==> src/hdl/sgcpm_pkg.sv <==
// shared types and constants for the smoothed gain, clip and peak meter block
package sgcpm_pkg;

    // default widths and queue depth, which the module parameters take as their defaults
    localparam int SAMPLE_BITS_DEF    = 16;
    localparam int GAIN_FRAC_BITS_DEF = 12;
    localparam int QUEUE_DEPTH        = 2;

    // gain word, unsigned Q4.12 at the default fraction width
    localparam int              GAIN_BITS  = 16;
    localparam logic [GAIN_BITS-1:0] GAIN_RESET = 16'd4096;

    // smoothing factor, about 0.002 in Q0.16
    localparam int              SMOOTH_BITS = 8;
    localparam logic [SMOOTH_BITS-1:0] SMOOTH_Q16 = 8'd131;

    // meter decay factor, about 0.85 in Q0.16
    localparam int              DECAY_BITS = 16;
    localparam logic [DECAY_BITS-1:0] DECAY_Q16 = 16'd55706;

    // shift for the Q0.16 factors, from which the rounding offsets are also formed
    localparam int Q16_SHIFT = 16;

    // configuration port
    localparam int CFG_INDEX_BITS = 2;
    localparam int CFG_DATA_BITS  = 16;
    localparam int CHAN_BITS      = 2;

    localparam logic [CFG_INDEX_BITS-1:0] REG_TARGET_GAIN   = 2'd0;
    localparam logic [CFG_INDEX_BITS-1:0] REG_CHANNEL_COUNT = 2'd1;
    localparam logic [CFG_INDEX_BITS-1:0] REG_SWAP_CHANNELS = 2'd2;

    localparam logic [CHAN_BITS-1:0] CHAN_RESET   = 2'd2;
    localparam logic [CHAN_BITS-1:0] CHAN_STEREO  = 2'd2;

    // what the back end does with one queued sample
    typedef enum logic [1:0] {
        KIND_ONE,   // emit the sample alone
        KIND_HOLD,  // keep the sample as the first of a swapped pair
        KIND_PAIR   // emit the sample, then the held one
    } kind_t;

    typedef struct packed {
        logic  last;
        kind_t kind;
    } item_ctl_t;

    // back end sequencer
    typedef enum logic [2:0] {
        B_IDLE,
        B_STEP,
        B_GAIN,
        B_CLIP,
        B_EMIT_A,
        B_EMIT_B
    } back_state_t;

endpackage

==> src/hdl/sgcpm_front.sv <==
// front end: takes input beats, zeroes silent samples and classifies pairing
module sgcpm_front import sgcpm_pkg::*; #(
    parameter int SAMPLE_BITS = SAMPLE_BITS_DEF
) (
    input  logic                          aclk,
    input  logic                          aresetn,
    input  logic                          swap_mode,
    input  logic                          in_valid,
    output logic                          in_ready,
    input  logic signed [SAMPLE_BITS-1:0] in_sample,
    input  logic                          in_silent,
    input  logic                          in_last,
    input  logic                          q_full,
    output logic                          q_push,
    output logic signed [SAMPLE_BITS-1:0] q_sample,
    output item_ctl_t                     q_ctl
);

    logic held_reg;
    logic held_next;

    // handshake towards the queue
    assign in_ready = !q_full;
    assign q_push   = in_valid && !q_full;
    assign q_sample = in_silent ? '0 : in_sample;

    // pairing: a held sample is always completed by the next beat
    always_comb begin
        held_next   = held_reg;
        q_ctl.last  = in_last;
        q_ctl.kind  = KIND_ONE;
        if (held_reg) begin
            q_ctl.kind = KIND_PAIR;
            held_next  = 1'b0;
        end else if (swap_mode && !in_last) begin
            q_ctl.kind = KIND_HOLD;
            held_next  = 1'b1;
        end
    end

    always_ff @(posedge aclk) begin
        if (!aresetn) begin
            held_reg <= 1'b0;
        end else if (q_push) begin
            held_reg <= held_next;
        end
    end

endmodule

==> src/hdl/sgcpm_queue.sv <==
// short fifo between the front end and the back end
module sgcpm_queue import sgcpm_pkg::*; #(
    parameter int WIDTH = SAMPLE_BITS_DEF + $bits(item_ctl_t),
    parameter int DEPTH = QUEUE_DEPTH
) (
    input  logic             aclk,
    input  logic             aresetn,
    input  logic             push,
    input  logic [WIDTH-1:0] push_data,
    input  logic             pop,
    output logic [WIDTH-1:0] pop_data,
    output logic             full,
    output logic             empty
);

    // depth is a power of two; pointers carry one wrap bit
    localparam int PTR_BITS = (DEPTH > 1) ? $clog2(DEPTH) : 1;

    logic [WIDTH-1:0]  mem_reg [DEPTH];
    logic [PTR_BITS:0] wr_ptr_reg;
    logic [PTR_BITS:0] wr_ptr_next;
    logic [PTR_BITS:0] rd_ptr_reg;
    logic [PTR_BITS:0] rd_ptr_next;

    assign empty    = (wr_ptr_reg == rd_ptr_reg);
    assign full     = (wr_ptr_reg[PTR_BITS] != rd_ptr_reg[PTR_BITS]) &&
                      (wr_ptr_reg[PTR_BITS-1:0] == rd_ptr_reg[PTR_BITS-1:0]);
    assign pop_data = mem_reg[rd_ptr_reg[PTR_BITS-1:0]];

    assign wr_ptr_next = wr_ptr_reg + 1'b1;
    assign rd_ptr_next = rd_ptr_reg + 1'b1;

    // pointers
    always_ff @(posedge aclk) begin
        if (!aresetn) begin
            wr_ptr_reg <= '0;
            rd_ptr_reg <= '0;
        end else begin
            if (push && !full) begin
                wr_ptr_reg <= wr_ptr_next;
            end
            if (pop && !empty) begin
                rd_ptr_reg <= rd_ptr_next;
            end
        end
    end

    // storage
    always_ff @(posedge aclk) begin
        if (push && !full) begin
            mem_reg[wr_ptr_reg[PTR_BITS-1:0]] <= push_data;
        end
    end

endmodule

==> src/hdl/sgcpm_back.sv <==
// back end: gain smoothing, scaling, clipping, peak meter and result output
module sgcpm_back import sgcpm_pkg::*; #(
    parameter int SAMPLE_BITS    = SAMPLE_BITS_DEF,
    parameter int GAIN_FRAC_BITS = GAIN_FRAC_BITS_DEF
) (
    input  logic                          aclk,
    input  logic                          aresetn,
    input  logic [GAIN_BITS-1:0]          target_gain,
    input  logic                          q_empty,
    output logic                          q_pop,
    input  logic signed [SAMPLE_BITS-1:0] q_sample,
    input  item_ctl_t                     q_ctl,
    output logic                          out_valid,
    input  logic                          out_ready,
    output logic signed [SAMPLE_BITS-1:0] out_sample,
    output logic [SAMPLE_BITS-2:0]        out_meter,
    output logic                          out_run_last,
    output logic                          out_packet_done
);

    localparam int METER_BITS     = SAMPLE_BITS - 1;
    localparam int DIFF_BITS      = GAIN_BITS + 1;
    localparam int STEP_PROD_BITS = DIFF_BITS + SMOOTH_BITS + 1;
    localparam int STEP_BITS      = STEP_PROD_BITS - Q16_SHIFT;
    localparam int DECAY_PROD_BITS = METER_BITS + DECAY_BITS;
    localparam int PROD_BITS      = SAMPLE_BITS + GAIN_BITS + 1;

    localparam logic signed [STEP_PROD_BITS-1:0] STEP_ROUND =
        STEP_PROD_BITS'(64'd1 << (Q16_SHIFT - 1));
    localparam logic [DECAY_PROD_BITS-1:0] DECAY_ROUND =
        DECAY_PROD_BITS'(64'd1 << (Q16_SHIFT - 1));
    localparam logic signed [PROD_BITS-1:0] PROD_ROUND =
        PROD_BITS'(64'd1 << (GAIN_FRAC_BITS - 1));
    localparam logic signed [PROD_BITS-1:0] FULL_POS =
        PROD_BITS'((64'd1 << (SAMPLE_BITS - 1)) - 64'd1);
    localparam logic signed [PROD_BITS-1:0] FULL_NEG = -FULL_POS;

    back_state_t state_reg;
    back_state_t state_next;

    logic signed [SAMPLE_BITS-1:0]     x_reg;
    item_ctl_t                         ctl_reg;
    logic [GAIN_BITS-1:0]              gain_reg;
    logic [GAIN_BITS-1:0]              gain_next;
    logic signed [STEP_PROD_BITS-1:0]  step_prod_reg;
    logic signed [STEP_PROD_BITS-1:0]  step_prod_next;
    logic [DECAY_PROD_BITS-1:0]        decay_prod_reg;
    logic [DECAY_PROD_BITS-1:0]        decay_prod_next;
    logic signed [PROD_BITS-1:0]       prod_reg;
    logic signed [PROD_BITS-1:0]       prod_next;
    logic signed [SAMPLE_BITS-1:0]     v_reg;
    logic signed [SAMPLE_BITS-1:0]     v_next;
    logic signed [SAMPLE_BITS-1:0]     held_reg;
    logic [METER_BITS-1:0]             peak_reg;
    logic [METER_BITS-1:0]             peak_next;
    logic [METER_BITS-1:0]             meter_reg;
    logic [METER_BITS-1:0]             meter_next;

    logic signed [DIFF_BITS-1:0]       diff;
    logic signed [SMOOTH_BITS:0]       smooth_s;
    logic signed [STEP_PROD_BITS-1:0]  step_sum;
    logic signed [STEP_BITS-1:0]       step_val;
    logic signed [GAIN_BITS:0]         gain_s;
    logic signed [PROD_BITS-1:0]       prod_rnd;
    logic signed [PROD_BITS-1:0]       prod_shr;
    logic [METER_BITS-1:0]             mag;
    logic [METER_BITS-1:0]             peak_max;
    logic [DECAY_PROD_BITS-1:0]        decay_sum;
    logic [METER_BITS-1:0]             decayed;

    logic                              out_free;
    logic                              out_load;
    logic signed [SAMPLE_BITS-1:0]     out_sample_next;
    logic                              out_run_last_next;
    logic                              out_packet_done_next;

    logic                              out_valid_reg;
    logic signed [SAMPLE_BITS-1:0]     out_sample_reg;
    logic                              out_run_last_reg;
    logic                              out_packet_done_reg;
    logic [METER_BITS-1:0]             out_meter_reg;

    assign out_free = !out_valid_reg || out_ready;

    // gain step: difference times the smoothing factor; meter times the decay factor
    assign diff           = $signed({1'b0, target_gain}) - $signed({1'b0, gain_reg});
    assign smooth_s       = $signed({1'b0, SMOOTH_Q16});
    assign step_prod_next = diff * smooth_s;
    assign decay_prod_next = DECAY_PROD_BITS'(meter_reg) * DECAY_PROD_BITS'(DECAY_Q16);

    // gain update, then sample times gain
    assign step_sum  = step_prod_reg + STEP_ROUND;
    assign step_val  = step_sum[STEP_PROD_BITS-1:Q16_SHIFT];
    assign gain_next = gain_reg + {{(GAIN_BITS-STEP_BITS){step_val[STEP_BITS-1]}}, step_val};
    assign gain_s    = $signed({1'b0, gain_next});
    assign prod_next = x_reg * gain_s;

    // round, clip to full scale, magnitude
    assign prod_rnd = prod_reg + PROD_ROUND;
    assign prod_shr = prod_rnd >>> GAIN_FRAC_BITS;

    always_comb begin
        if (prod_shr > FULL_POS) begin
            v_next = SAMPLE_BITS'(FULL_POS);
        end else if (prod_shr < FULL_NEG) begin
            v_next = SAMPLE_BITS'(FULL_NEG);
        end else begin
            v_next = prod_shr[SAMPLE_BITS-1:0];
        end
    end

    assign mag      = v_next[SAMPLE_BITS-1] ? METER_BITS'(-v_next) : METER_BITS'(v_next);
    assign peak_max = (mag > peak_reg) ? mag : peak_reg;

    // meter decay and packet end update
    assign decay_sum = decay_prod_reg + DECAY_ROUND;
    assign decayed   = decay_sum[DECAY_PROD_BITS-1:Q16_SHIFT];

    always_comb begin
        peak_next  = peak_max;
        meter_next = meter_reg;
        if (ctl_reg.last) begin
            meter_next = (peak_max > decayed) ? peak_max : decayed;
            peak_next  = '0;
        end
    end

    // sequencer next state
    always_comb begin
        state_next = state_reg;
        unique case (state_reg)
            B_IDLE: begin
                if (!q_empty) begin
                    state_next = B_STEP;
                end
            end
            B_STEP: begin
                state_next = B_GAIN;
            end
            B_GAIN: begin
                state_next = B_CLIP;
            end
            B_CLIP: begin
                state_next = (ctl_reg.kind == KIND_HOLD) ? B_IDLE : B_EMIT_A;
            end
            B_EMIT_A: begin
                if (out_free) begin
                    state_next = (ctl_reg.kind == KIND_PAIR) ? B_EMIT_B : B_IDLE;
                end
            end
            B_EMIT_B: begin
                if (out_free) begin
                    state_next = B_IDLE;
                end
            end
            default: begin
                state_next = B_IDLE;
            end
        endcase
    end

    // sequencer outputs
    always_comb begin
        q_pop                = 1'b0;
        out_load             = 1'b0;
        out_sample_next      = v_reg;
        out_run_last_next    = 1'b1;
        out_packet_done_next = ctl_reg.last;
        unique case (state_reg)
            B_IDLE: begin
                q_pop = !q_empty;
            end
            B_EMIT_A: begin
                out_load = out_free;
                if (ctl_reg.kind == KIND_PAIR) begin
                    out_run_last_next    = 1'b0;
                    out_packet_done_next = 1'b0;
                end
            end
            B_EMIT_B: begin
                out_load        = out_free;
                out_sample_next = held_reg;
            end
            default: begin
                q_pop = 1'b0;
            end
        endcase
    end

    // control state
    always_ff @(posedge aclk) begin
        if (!aresetn) begin
            state_reg     <= B_IDLE;
            gain_reg      <= GAIN_RESET;
            peak_reg      <= '0;
            meter_reg     <= '0;
            out_valid_reg <= 1'b0;
        end else begin
            state_reg <= state_next;
            if (state_reg == B_GAIN) begin
                gain_reg <= gain_next;
            end
            if (state_reg == B_CLIP) begin
                peak_reg  <= peak_next;
                meter_reg <= meter_next;
            end
            if (out_load) begin
                out_valid_reg <= 1'b1;
            end else if (out_ready) begin
                out_valid_reg <= 1'b0;
            end
        end
    end

    // datapath registers
    always_ff @(posedge aclk) begin
        if (q_pop) begin
            x_reg   <= q_sample;
            ctl_reg <= q_ctl;
        end
        if (state_reg == B_STEP) begin
            step_prod_reg  <= step_prod_next;
            decay_prod_reg <= decay_prod_next;
        end
        if (state_reg == B_GAIN) begin
            prod_reg <= prod_next;
        end
        if (state_reg == B_CLIP) begin
            v_reg <= v_next;
            if (ctl_reg.kind == KIND_HOLD) begin
                held_reg <= v_next;
            end
        end
        if (out_load) begin
            out_sample_reg      <= out_sample_next;
            out_run_last_reg    <= out_run_last_next;
            out_packet_done_reg <= out_packet_done_next;
            out_meter_reg       <= meter_reg;
        end
    end

    assign out_valid       = out_valid_reg;
    assign out_sample      = out_sample_reg;
    assign out_run_last    = out_run_last_reg;
    assign out_packet_done = out_packet_done_reg;
    assign out_meter       = out_meter_reg;

endmodule

==> src/hdl/smoothed_gain_clip_peak_meter.sv <==
// top level: configuration registers, stream ports, front end, queue and back end
//
// Audio gain ramp with symmetric clip and decaying peak meter. Each input beat is one
// signed Q1.15 sample (tlast ends a packet, tuser marks the sample silent). Before a
// sample is scaled the running gain moves about 0.002 of the way toward target_gain;
// the scaled sample is rounded and saturated to +/- full scale, and at the end of each
// packet the meter takes the larger of the packet peak and 0.85 of its old value. In
// stereo swap mode each pair comes out in reverse order and an odd last sample of a
// packet comes out alone. The front end takes a beat per cycle, while the queue is not
// full, into a two-entry queue; the back end sequencer works one sample at a time:
// queue read, gain step multiply, gain update and sample multiply, clip and meter
// update, output load; a sample closing a swapped pair takes a second load, a held
// sample none. An output load waits while m_tready holds off the previous beat; the
// output register lets a new result load in the cycle the previous one is taken. The
// user must write configuration only while no sample is in flight; the block does not
// enforce it. Running gain starts at unity, follows target_gain only as samples pass.
module smoothed_gain_clip_peak_meter import sgcpm_pkg::*; #(
    parameter int SAMPLE_BITS    = SAMPLE_BITS_DEF,
    parameter int GAIN_FRAC_BITS = GAIN_FRAC_BITS_DEF,
    parameter int IN_DATA_BITS   = ((SAMPLE_BITS + 7) / 8) * 8,
    parameter int OUT_DATA_BITS  = ((2 * SAMPLE_BITS - 1 + 7) / 8) * 8
) (
    input  logic                      aclk,
    input  logic                      aresetn,

    // configuration writes
    input  logic                      cfg_we,
    input  logic [CFG_INDEX_BITS-1:0] cfg_index,
    input  logic [CFG_DATA_BITS-1:0]  cfg_data,

    // input samples
    input  logic                      s_tvalid,
    output logic                      s_tready,
    input  logic [IN_DATA_BITS-1:0]   s_tdata,   // sample_in
    input  logic                      s_tuser,   // silent
    input  logic                      s_tlast,   // packet_last

    // results
    output logic                      m_tvalid,
    input  logic                      m_tready,
    output logic [OUT_DATA_BITS-1:0]  m_tdata,   // sample_out, meter_level
    output logic                      m_tuser,   // run_last
    output logic                      m_tlast    // packet_done
);

    localparam int METER_BITS = SAMPLE_BITS - 1;
    localparam int PAD_BITS   = OUT_DATA_BITS - SAMPLE_BITS - METER_BITS;
    localparam int Q_WIDTH    = SAMPLE_BITS + $bits(item_ctl_t);

    logic [GAIN_BITS-1:0]          target_gain_reg;
    logic [CHAN_BITS-1:0]          channel_count_reg;
    logic                          swap_channels_reg;
    logic                          swap_mode;

    logic                          q_push;
    logic                          q_pop;
    logic                          q_full;
    logic                          q_empty;
    logic signed [SAMPLE_BITS-1:0] q_in_sample;
    item_ctl_t                     q_in_ctl;
    logic [Q_WIDTH-1:0]            q_out_data;
    logic signed [SAMPLE_BITS-1:0] q_out_sample;
    item_ctl_t                     q_out_ctl;

    logic signed [SAMPLE_BITS-1:0] out_sample;
    logic [METER_BITS-1:0]         out_meter;

    // configuration registers; unknown indexes are ignored
    always_ff @(posedge aclk) begin
        if (!aresetn) begin
            target_gain_reg   <= GAIN_RESET;
            channel_count_reg <= CHAN_RESET;
            swap_channels_reg <= 1'b0;
        end else if (cfg_we) begin
            unique case (cfg_index)
                REG_TARGET_GAIN:   target_gain_reg   <= cfg_data[GAIN_BITS-1:0];
                REG_CHANNEL_COUNT: channel_count_reg <= cfg_data[CHAN_BITS-1:0];
                REG_SWAP_CHANNELS: swap_channels_reg <= cfg_data[0];
                default:           swap_channels_reg <= swap_channels_reg;
            endcase
        end
    end

    assign swap_mode = (channel_count_reg == CHAN_STEREO) && swap_channels_reg;

    // front end
    sgcpm_front #(
        .SAMPLE_BITS (SAMPLE_BITS)
    ) u_front (
        .aclk      (aclk),
        .aresetn   (aresetn),
        .swap_mode (swap_mode),
        .in_valid  (s_tvalid),
        .in_ready  (s_tready),
        .in_sample ($signed(s_tdata[SAMPLE_BITS-1:0])),
        .in_silent (s_tuser),
        .in_last   (s_tlast),
        .q_full    (q_full),
        .q_push    (q_push),
        .q_sample  (q_in_sample),
        .q_ctl     (q_in_ctl)
    );

    // queue between the two halves
    sgcpm_queue #(
        .WIDTH (Q_WIDTH),
        .DEPTH (QUEUE_DEPTH)
    ) u_queue (
        .aclk      (aclk),
        .aresetn   (aresetn),
        .push      (q_push),
        .push_data ({q_in_ctl, q_in_sample}),
        .pop       (q_pop),
        .pop_data  (q_out_data),
        .full      (q_full),
        .empty     (q_empty)
    );

    assign q_out_sample = q_out_data[SAMPLE_BITS-1:0];
    assign q_out_ctl    = q_out_data[Q_WIDTH-1:SAMPLE_BITS];

    // back end
    sgcpm_back #(
        .SAMPLE_BITS    (SAMPLE_BITS),
        .GAIN_FRAC_BITS (GAIN_FRAC_BITS)
    ) u_back (
        .aclk            (aclk),
        .aresetn         (aresetn),
        .target_gain     (target_gain_reg),
        .q_empty         (q_empty),
        .q_pop           (q_pop),
        .q_sample        (q_out_sample),
        .q_ctl           (q_out_ctl),
        .out_valid       (m_tvalid),
        .out_ready       (m_tready),
        .out_sample      (out_sample),
        .out_meter       (out_meter),
        .out_run_last    (m_tuser),
        .out_packet_done (m_tlast)
    );

    // result beat packing
    assign m_tdata = {{PAD_BITS{1'b0}}, out_meter, out_sample};

endmodule

==> config.mk <==
export PLATFORM = sky130hd
export DESIGN_NAME = smoothed_gain_clip_peak_meter
export DESIGN_NICKNAME = d
export VERILOG_FILES = /design/src/hdl/sgcpm_pkg.sv /design/src/hdl/sgcpm_front.sv /design/src/hdl/sgcpm_queue.sv /design/src/hdl/sgcpm_back.sv /design/src/hdl/smoothed_gain_clip_peak_meter.sv
export SDC_FILE = /design/constraint.sdc
export NUM_CORES = 1
export LEC_CHECK = 0
export BUFFER_PORTS_ARGS = -buffer_cell sky130_fd_sc_hd__buf_4
export CAP_MARGIN = 25
export CELL_PAD_IN_SITES_DETAIL_PLACEMENT = 1
export CELL_PAD_IN_SITES_GLOBAL_PLACEMENT = 1
export CORE_MARGIN = 2
export CORE_UTILIZATION = 50
export DETAILED_ROUTE_END_ITERATION = 10
export PLACE_DENSITY = 0.82
export SKIP_LAST_GASP = 1
export SYNTH_ARGS = -nofsm -noshare
export SYNTH_HDL_FRONTEND = slang
export SYNTH_SLANG_ARGS = --single-unit
==> constraint.sdc <==
create_clock -name aclk -period 18.87 [get_ports aclk]
set_clock_uncertainty 0.05 [all_clocks]
set_input_delay 1.887 -clock aclk [delete_from_list [all_inputs] [get_ports aclk]]
set_output_delay 1.887 -clock aclk [all_outputs]
set_load 0.05 [all_outputs]
Yosys cells after proc, flatten, opt, wreduce, memory -nomap -nowiden
Memories as Yosys holds them, arrays and structs flattened. A register that Yosys moved wholly into a read port is not among the register bits. Index checks and enable logic that the tools add are counted.

Equality and inequality tests: 16. Reduce and logical (&&, ||, !) cells: 21. Order comparisons: 4. Mux-type cells: 27. Multipliers: 3. $add $sub $neg: 8.

Operators by type and width (count): $mux W16 (4); $mux W15 (4); $add A33 B13 Y33 const B (1); $mul A16 B17 Y33 (1); $add A31 B16 Y31 const B (1); $gt A15 B15 Y1 (2); $mul A15 B15 Y30 const B (1); $add A26 B17 Y26 const B (1); $mul A17 B9 Y26 const B (1); $gt A21 B16 Y1 const B (1); $lt A21 B16 Y1 const B (1); $pmux W3 S6 (1); $sub A16 B16 Y17 (1); $add A16 B16 Y16 (1); $mux W3 (5); $neg A15 Y15 (1); $mux W1 (12); $reduce_and A2 Y1 (5); $eq A2 B2 Y1 const B (3); $eq A3 B2 Y1 const B (2); $eq A3 B3 Y1 const B (2); $logic_and A1 B1 Y1 (6); $add A2 B1 Y2 const B (2); $eq A2 B1 Y1 const B (2); 14 further kinds (18).

Input bits: 41. Memories kept: 1. Logic and storage cells: 100. Output and inout bits: 36. Memory bits (writable): 38. Flip-flop bits (word level): 228.

Memories: u_queue.mem_reg (words 2, bits a word 19, read ports 1, clocked after Yosys merged registers in 1, wr ports 1, line sgcpm_queue.sv:19) `logic [WIDTH-1:0] mem_reg [DEPTH];`.

Logic depth before layout (Yosys ltp)
Depth after elaboration: 10. Mapped depth: 40. Gate-level depth less buffers: 37.

Cells and area by module
A second synthesis with hierarchy kept.

Cell total of the unflattened synthesis: 2684. Area, all modules: 26907.1 um^2.

By module, submodules not included: sgcpm_back (area an instance 24224.5 um^2, cells an instance 2479, instances 1, seq. area each 4994.8 um^2); sgcpm_queue (area an instance 1634.1 um^2, cells an instance 91, instances 1, seq. area each 1241.2 um^2); smoothed_gain_clip_peak_meter (area an instance 812.0 um^2, cells an instance 87, instances 1, seq. area each 380.4 um^2); sgcpm_front (area an instance 236.5 um^2, cells an instance 27, instances 1, seq. area each 20.0 um^2).

Worst setup path before layout
No wires, ideal clock.

Path type: register to register. From: register u_back.step_prod_reg[15]. To: register u_back.prod_reg[32] (data pin). Data required time: 18.554 ns. Slack: 10.157 ns. Stages on the path, launching flop included: 35. Period minus slack after synthesis: 8.713 ns. Arrival time: 8.397 ns. Buffers on the path: 1. Library setup time: 0.266 ns. Cell sequence: edfxtp_1 > ha_1 > ha_1 > fa_1 > a21o_1 > a21o_1 > a21oi_1 > o21ai_0 > a31o_2 > a41oi_1 > nor2b_1 > xnor2_1 > clkbuf_1 > nand2_1 > fa_1 > inv_1 > fa_1 > fa_1 > inv_1 > fa_1 > inv_1 > fa_1 > inv_1 > fa_1 > inv_1 > ha_1 > a21o_1 > a21o_1 > a211oi_1 > o21ai_0 > a21o_1 > a31oi_1 > o21ai_0 > o41ai_1 > xnor2_1.

Longest elaborated chain between the ends: 3.

Ends and longest elaborated chain: from (decl) (line sgcpm_back.sv:45) `logic signed [STEP_PROD_BITS-1:0] step_prod_reg;`; from (signal assigned) (line sgcpm_back.sv:222) `step_prod_reg <= step_prod_next;`; $add A26 B17 Y26 (line sgcpm_back.sv:92) `assign step_sum = step_prod_reg + STEP_ROUND;`; $add A16 B16 Y16 (line sgcpm_back.sv:94) `assign gain_next = gain_reg + {{(GAIN_BITS-STEP_BITS){step_val[STEP_BITS-1]}}, step_val};`; $mul A16 B17 Y33 (line sgcpm_back.sv:96) `assign prod_next = x_reg * gain_s;`; named net u_back.prod_next[32] (line sgcpm_back.sv:50) `logic signed [PROD_BITS-1:0] prod_next;`; to (signal assigned) (line sgcpm_back.sv:226) `prod_reg <= prod_next;`; to (decl) (line sgcpm_back.sv:49) `logic signed [PROD_BITS-1:0] prod_reg;`.

The timed path passes the listed nets, and every way through them passes these cells. A chain may end at the register's enable or synchronous reset.

Final worst setup path
From: register u_back.prod_reg[11]. To: register u_back.meter_reg[7].

Longest elaborated chain between the ends: 10. Elaborated cells between the ends (all ways): 11. Those cells by class: 2 x add/sub; 4 x order compare; 5 x mux.

Ends and longest elaborated chain: $add A33 B13 Y33 (*) (line sgcpm_back.sv:99) `assign prod_rnd = prod_reg + PROD_ROUND;`; $lt A21 B16 Y1 (line sgcpm_back.sv:105) `end else if (prod_shr < FULL_NEG) begin`; $mux W16 (line sgcpm_back.sv:105); $mux W16 (*) (line sgcpm_back.sv:103) `if (prod_shr > FULL_POS) begin`; $neg A15 Y15 (line sgcpm_back.sv:112) `assign mag = v_next[SAMPLE_BITS-1] ? METER_BITS'(-v_next) : METER_BITS'(v_next);`; $mux W15 (*) (line sgcpm_back.sv:112); named net u_back.mag[0] (line sgcpm_back.sv:66) `logic [METER_BITS-1:0] mag;`; $gt A15 B15 Y1 (line sgcpm_back.sv:113) `assign peak_max = (mag > peak_reg) ? mag : peak_reg;`; $mux W15 (*) (line sgcpm_back.sv:113); $gt A15 B15 Y1 (line sgcpm_back.sv:123) `meter_next = (peak_max > decayed) ? peak_max : decayed;`; $mux W15 (*) (line sgcpm_back.sv:123); to (signal assigned) (line sgcpm_back.sv:205) `meter_reg <= meter_next;`; to (decl) (line sgcpm_back.sv:56) `logic [METER_BITS-1:0] meter_reg;`.

The timed path passes the listed nets; every way through them passes the cells marked *.

==> metrics.txt <==
number of max-slew violations in the final report 0; combined buffer and inverter count along the critical path 2; routed len/inst 20.0 µm; HPWL Detailed between 50000 and 60000 µm; most numerous cell types in the synthesized netlist sky130_fd_sc_hd__inv_1, sky130_fd_sc_hd__ha_1, sky130_fd_sc_hd__fa_1; All-Layer GR Usage 25.4%; Avg Inst Size Synth 9.76 µm²; number of synthesized flops with an enable pin about 170; setup repair after global routing missed its margin false; fraction of registers with async set or reset after synthesis 0%; number of diodes 0; Crit path largest cell delay about 1 ns; effective utilization at floorplan around half; Die Area 55200 µm²; share of cells above drive strength 1 8.22%; clock root buffer sky130_fd_sc_hd__clkbuf_16; Avg Vias per Cell 5.60; post-CTS resize count 0; arrival time of data at the critical path endpoint 10.33 ns; net count of the finished layout between 3000 and 4000; classification of the worst setup path reg2reg; Clock transition at path regs 0.07 ns; H-tree depth 1; minimum clock period after layout 9.86 ns; post-route standard cell area excluding fillers 29100 µm²; global placement routability congestion between 0.8 and 0.9; final sum of negative setup slack 0 ns; total standard cell area after synthesis 26700 µm²; flip-flop count of the largest register, all copies and words added 38; number of maximum-capacitance constraint violations 0; Worst Hold Class reg2reg; CTS sink count 245; Yosys cell types 79; leading cell types by total area after synthesis sky130_fd_sc_hd__fa_1, sky130_fd_sc_hd__edfxtp_1, sky130_fd_sc_hd__ha_1, sky130_fd_sc_hd__inv_1, sky130_fd_sc_hd__dfxtp_1; number of design rule violations left after detail routing 0; most used cell along the critical path sky130_fd_sc_hd__o21ai_0; number of DRC markers after the initial detailed-route iteration slightly above 900; synthesized flop and latch total 245; Final period util a little over half; ys flop type sky130_fd_sc_hd__edfxtp_1; most frequent cell after synthesis sky130_fd_sc_hd__inv_1; total clock buffers created by CTS 30; worst-skew pair later-pin latency 0.61 ns; share of synthesized area occupied by flip-flops and latches 24.8%; peak clock frequency supported by timing 101 MHz; Max-slew headroom 15.9%; Placeable Area 52700 µm²; clock tree from TritonCTS done; Crit path max-delay family compound AO/OA/AOI/OAI gates; actual transition at the worst max-transition pin 1.26 ns; maximum number of pins on one net before global-route repair 62; die outline height roughly 230 µm; biggest area consumer among synthesized cells sky130_fd_sc_hd__fa_1; overflow left after global routing 0; hold violation count in the final report 0; antenna violations before repair 0; total iterations of the first detailed-routing run 6; count of port buffers added during placement 75; result of the run completed; CTS Buffer Depth 3; share of the synthesized area in the top cell type 21.2%; type of element launching the critical path flop; final setup violation count 0; number of vias after detailed routing 19600; critical path fanouts, max 19; DP Area 28000 µm²; number of nets with antenna violations after detailed routing 0; synthesized instance count 2734; I/O pin count 77; Post-Synthesis Net Count about 3400; Yosys warnings 0; via count of the first global-routing pass 22400; data required time at the worst endpoint 19.34 ns; critical-path cell with the highest stage delay sky130_fd_sc_hd__a32oi_1; Horiz. Die Dim around 230 µm; kind of end point of the critical path flop; wire length of the first global-routing pass 114000 µm; total wirelength of the detailed-routed design 69800 µm; Synth-to-Final Area Change 9.21%; Rows 84; Post-CTS Hold Buffers 0; number of buffers inserted by post-CTS setup repair 0
==> tightest hold or removal path, cell delays in order (launching register included) <==
cell	delay, ns
sky130_fd_sc_hd__dfxtp_1	0.31
sky130_fd_sc_hd__nand2_1	0.05
sky130_fd_sc_hd__a21oi_1	0.05
==> layout make-up <==
cell class	instances	area (µm²)
flip-flops and latches	245	6620
clock inverters	19	273
repair buffers	101	797
multi-input cells	1917	17900
fillers	5816	23500
inverters	491	1840
clock buffers	37	817
well taps	688	861
==> kinds of logic after synthesis <==
kind of cell | after synthesis | synth area share (%)
mux | 54 | 2.25
other cells | 1 | 0.0141
buf+inv | 572 | 8.13
compound gates | 332 | 8.07
flops | 245 | 24.8
xor+xnor | 122 | 4.01
fa+ha+maj | 660 | 38.9
simple gates | 748 | 13.8
==> worst paths after layout <==
path	startpoint	end	slack (ns)	cells past startpoint
setup / recovery	u_back.prod_reg[11]	u_back.meter_reg[7]	9.01	33
hold / removal	target_gain_reg[0]	target_gain_reg[0]	0.42	2
setup reg to reg	u_back.prod_reg[11]	u_back.meter_reg[7]	9.01	33
hold reg to reg	target_gain_reg[0]	target_gain_reg[0]	0.42	2
==> through the flow <==
stage / utilization (%) / hold WS [ns] / instances / worst slack, ns
2_1_floorplan: - / 0.386 / 2734 / 10.16
4_1_cts: 55.2 / 0.419 / 3496 / 9.22
5_1_grt: 55.3 / 0.439 / 3498 / 8.30
6_report: 55.3 / 0.415 / 3498 / 9.01
3_3_place_gp: 53.1 / 0.400 / 3438 / 9.84
3_5_place_dp: 53.2 / 0.410 / 3440 / 9.35
==> routing by layer <==
layer | up-vias | GRT usage (%) | wire (µm)
met5 | - | 0 | 0
met3 | 145 | 3.42 | 3040
met1 | 9882 | 30.5 | 28700
met4 | 0 | 7.17 | 1970
met2 | 444 | 47.1 | 36100
li1 | 9128 | - | -
==> cell usage in the layout (no fill, tap or decap), types with 19 or more instances in the layout <==
cell type                   Yosys  layout
sky130_fd_sc_hd__nand2b_1      20      20
sky130_fd_sc_hd__edfxtp_1     171     171
sky130_fd_sc_hd__buf_4          3      97
sky130_fd_sc_hd__mux2_2        44      44
sky130_fd_sc_hd__clkbuf_16      0      30
sky130_fd_sc_hd__fa_1         282     282
sky130_fd_sc_hd__xor2_1        52      52
sky130_fd_sc_hd__xnor2_1       70      70
sky130_fd_sc_hd__nor2_1       122     120
sky130_fd_sc_hd__ha_1         378     378
sky130_fd_sc_hd__a21oi_1      107     107
sky130_fd_sc_hd__and2_1       125     125
sky130_fd_sc_hd__nor2b_1       36      35
sky130_fd_sc_hd__inv_1        488     488
sky130_fd_sc_hd__dfxtp_1       74      74
sky130_fd_sc_hd__nand3_1       43      43
sky130_fd_sc_hd__a21o_1        29      29
sky130_fd_sc_hd__o21a_1        19      19
sky130_fd_sc_hd__nand2_1      264     264
sky130_fd_sc_hd__nor3_1        42      42
sky130_fd_sc_hd__nand4_1       23      23
sky130_fd_sc_hd__o21ai_0       56      56
Power is not shown: default switching activity piles up to over one toggle a cycle in this logic, so the estimate is an artifact.
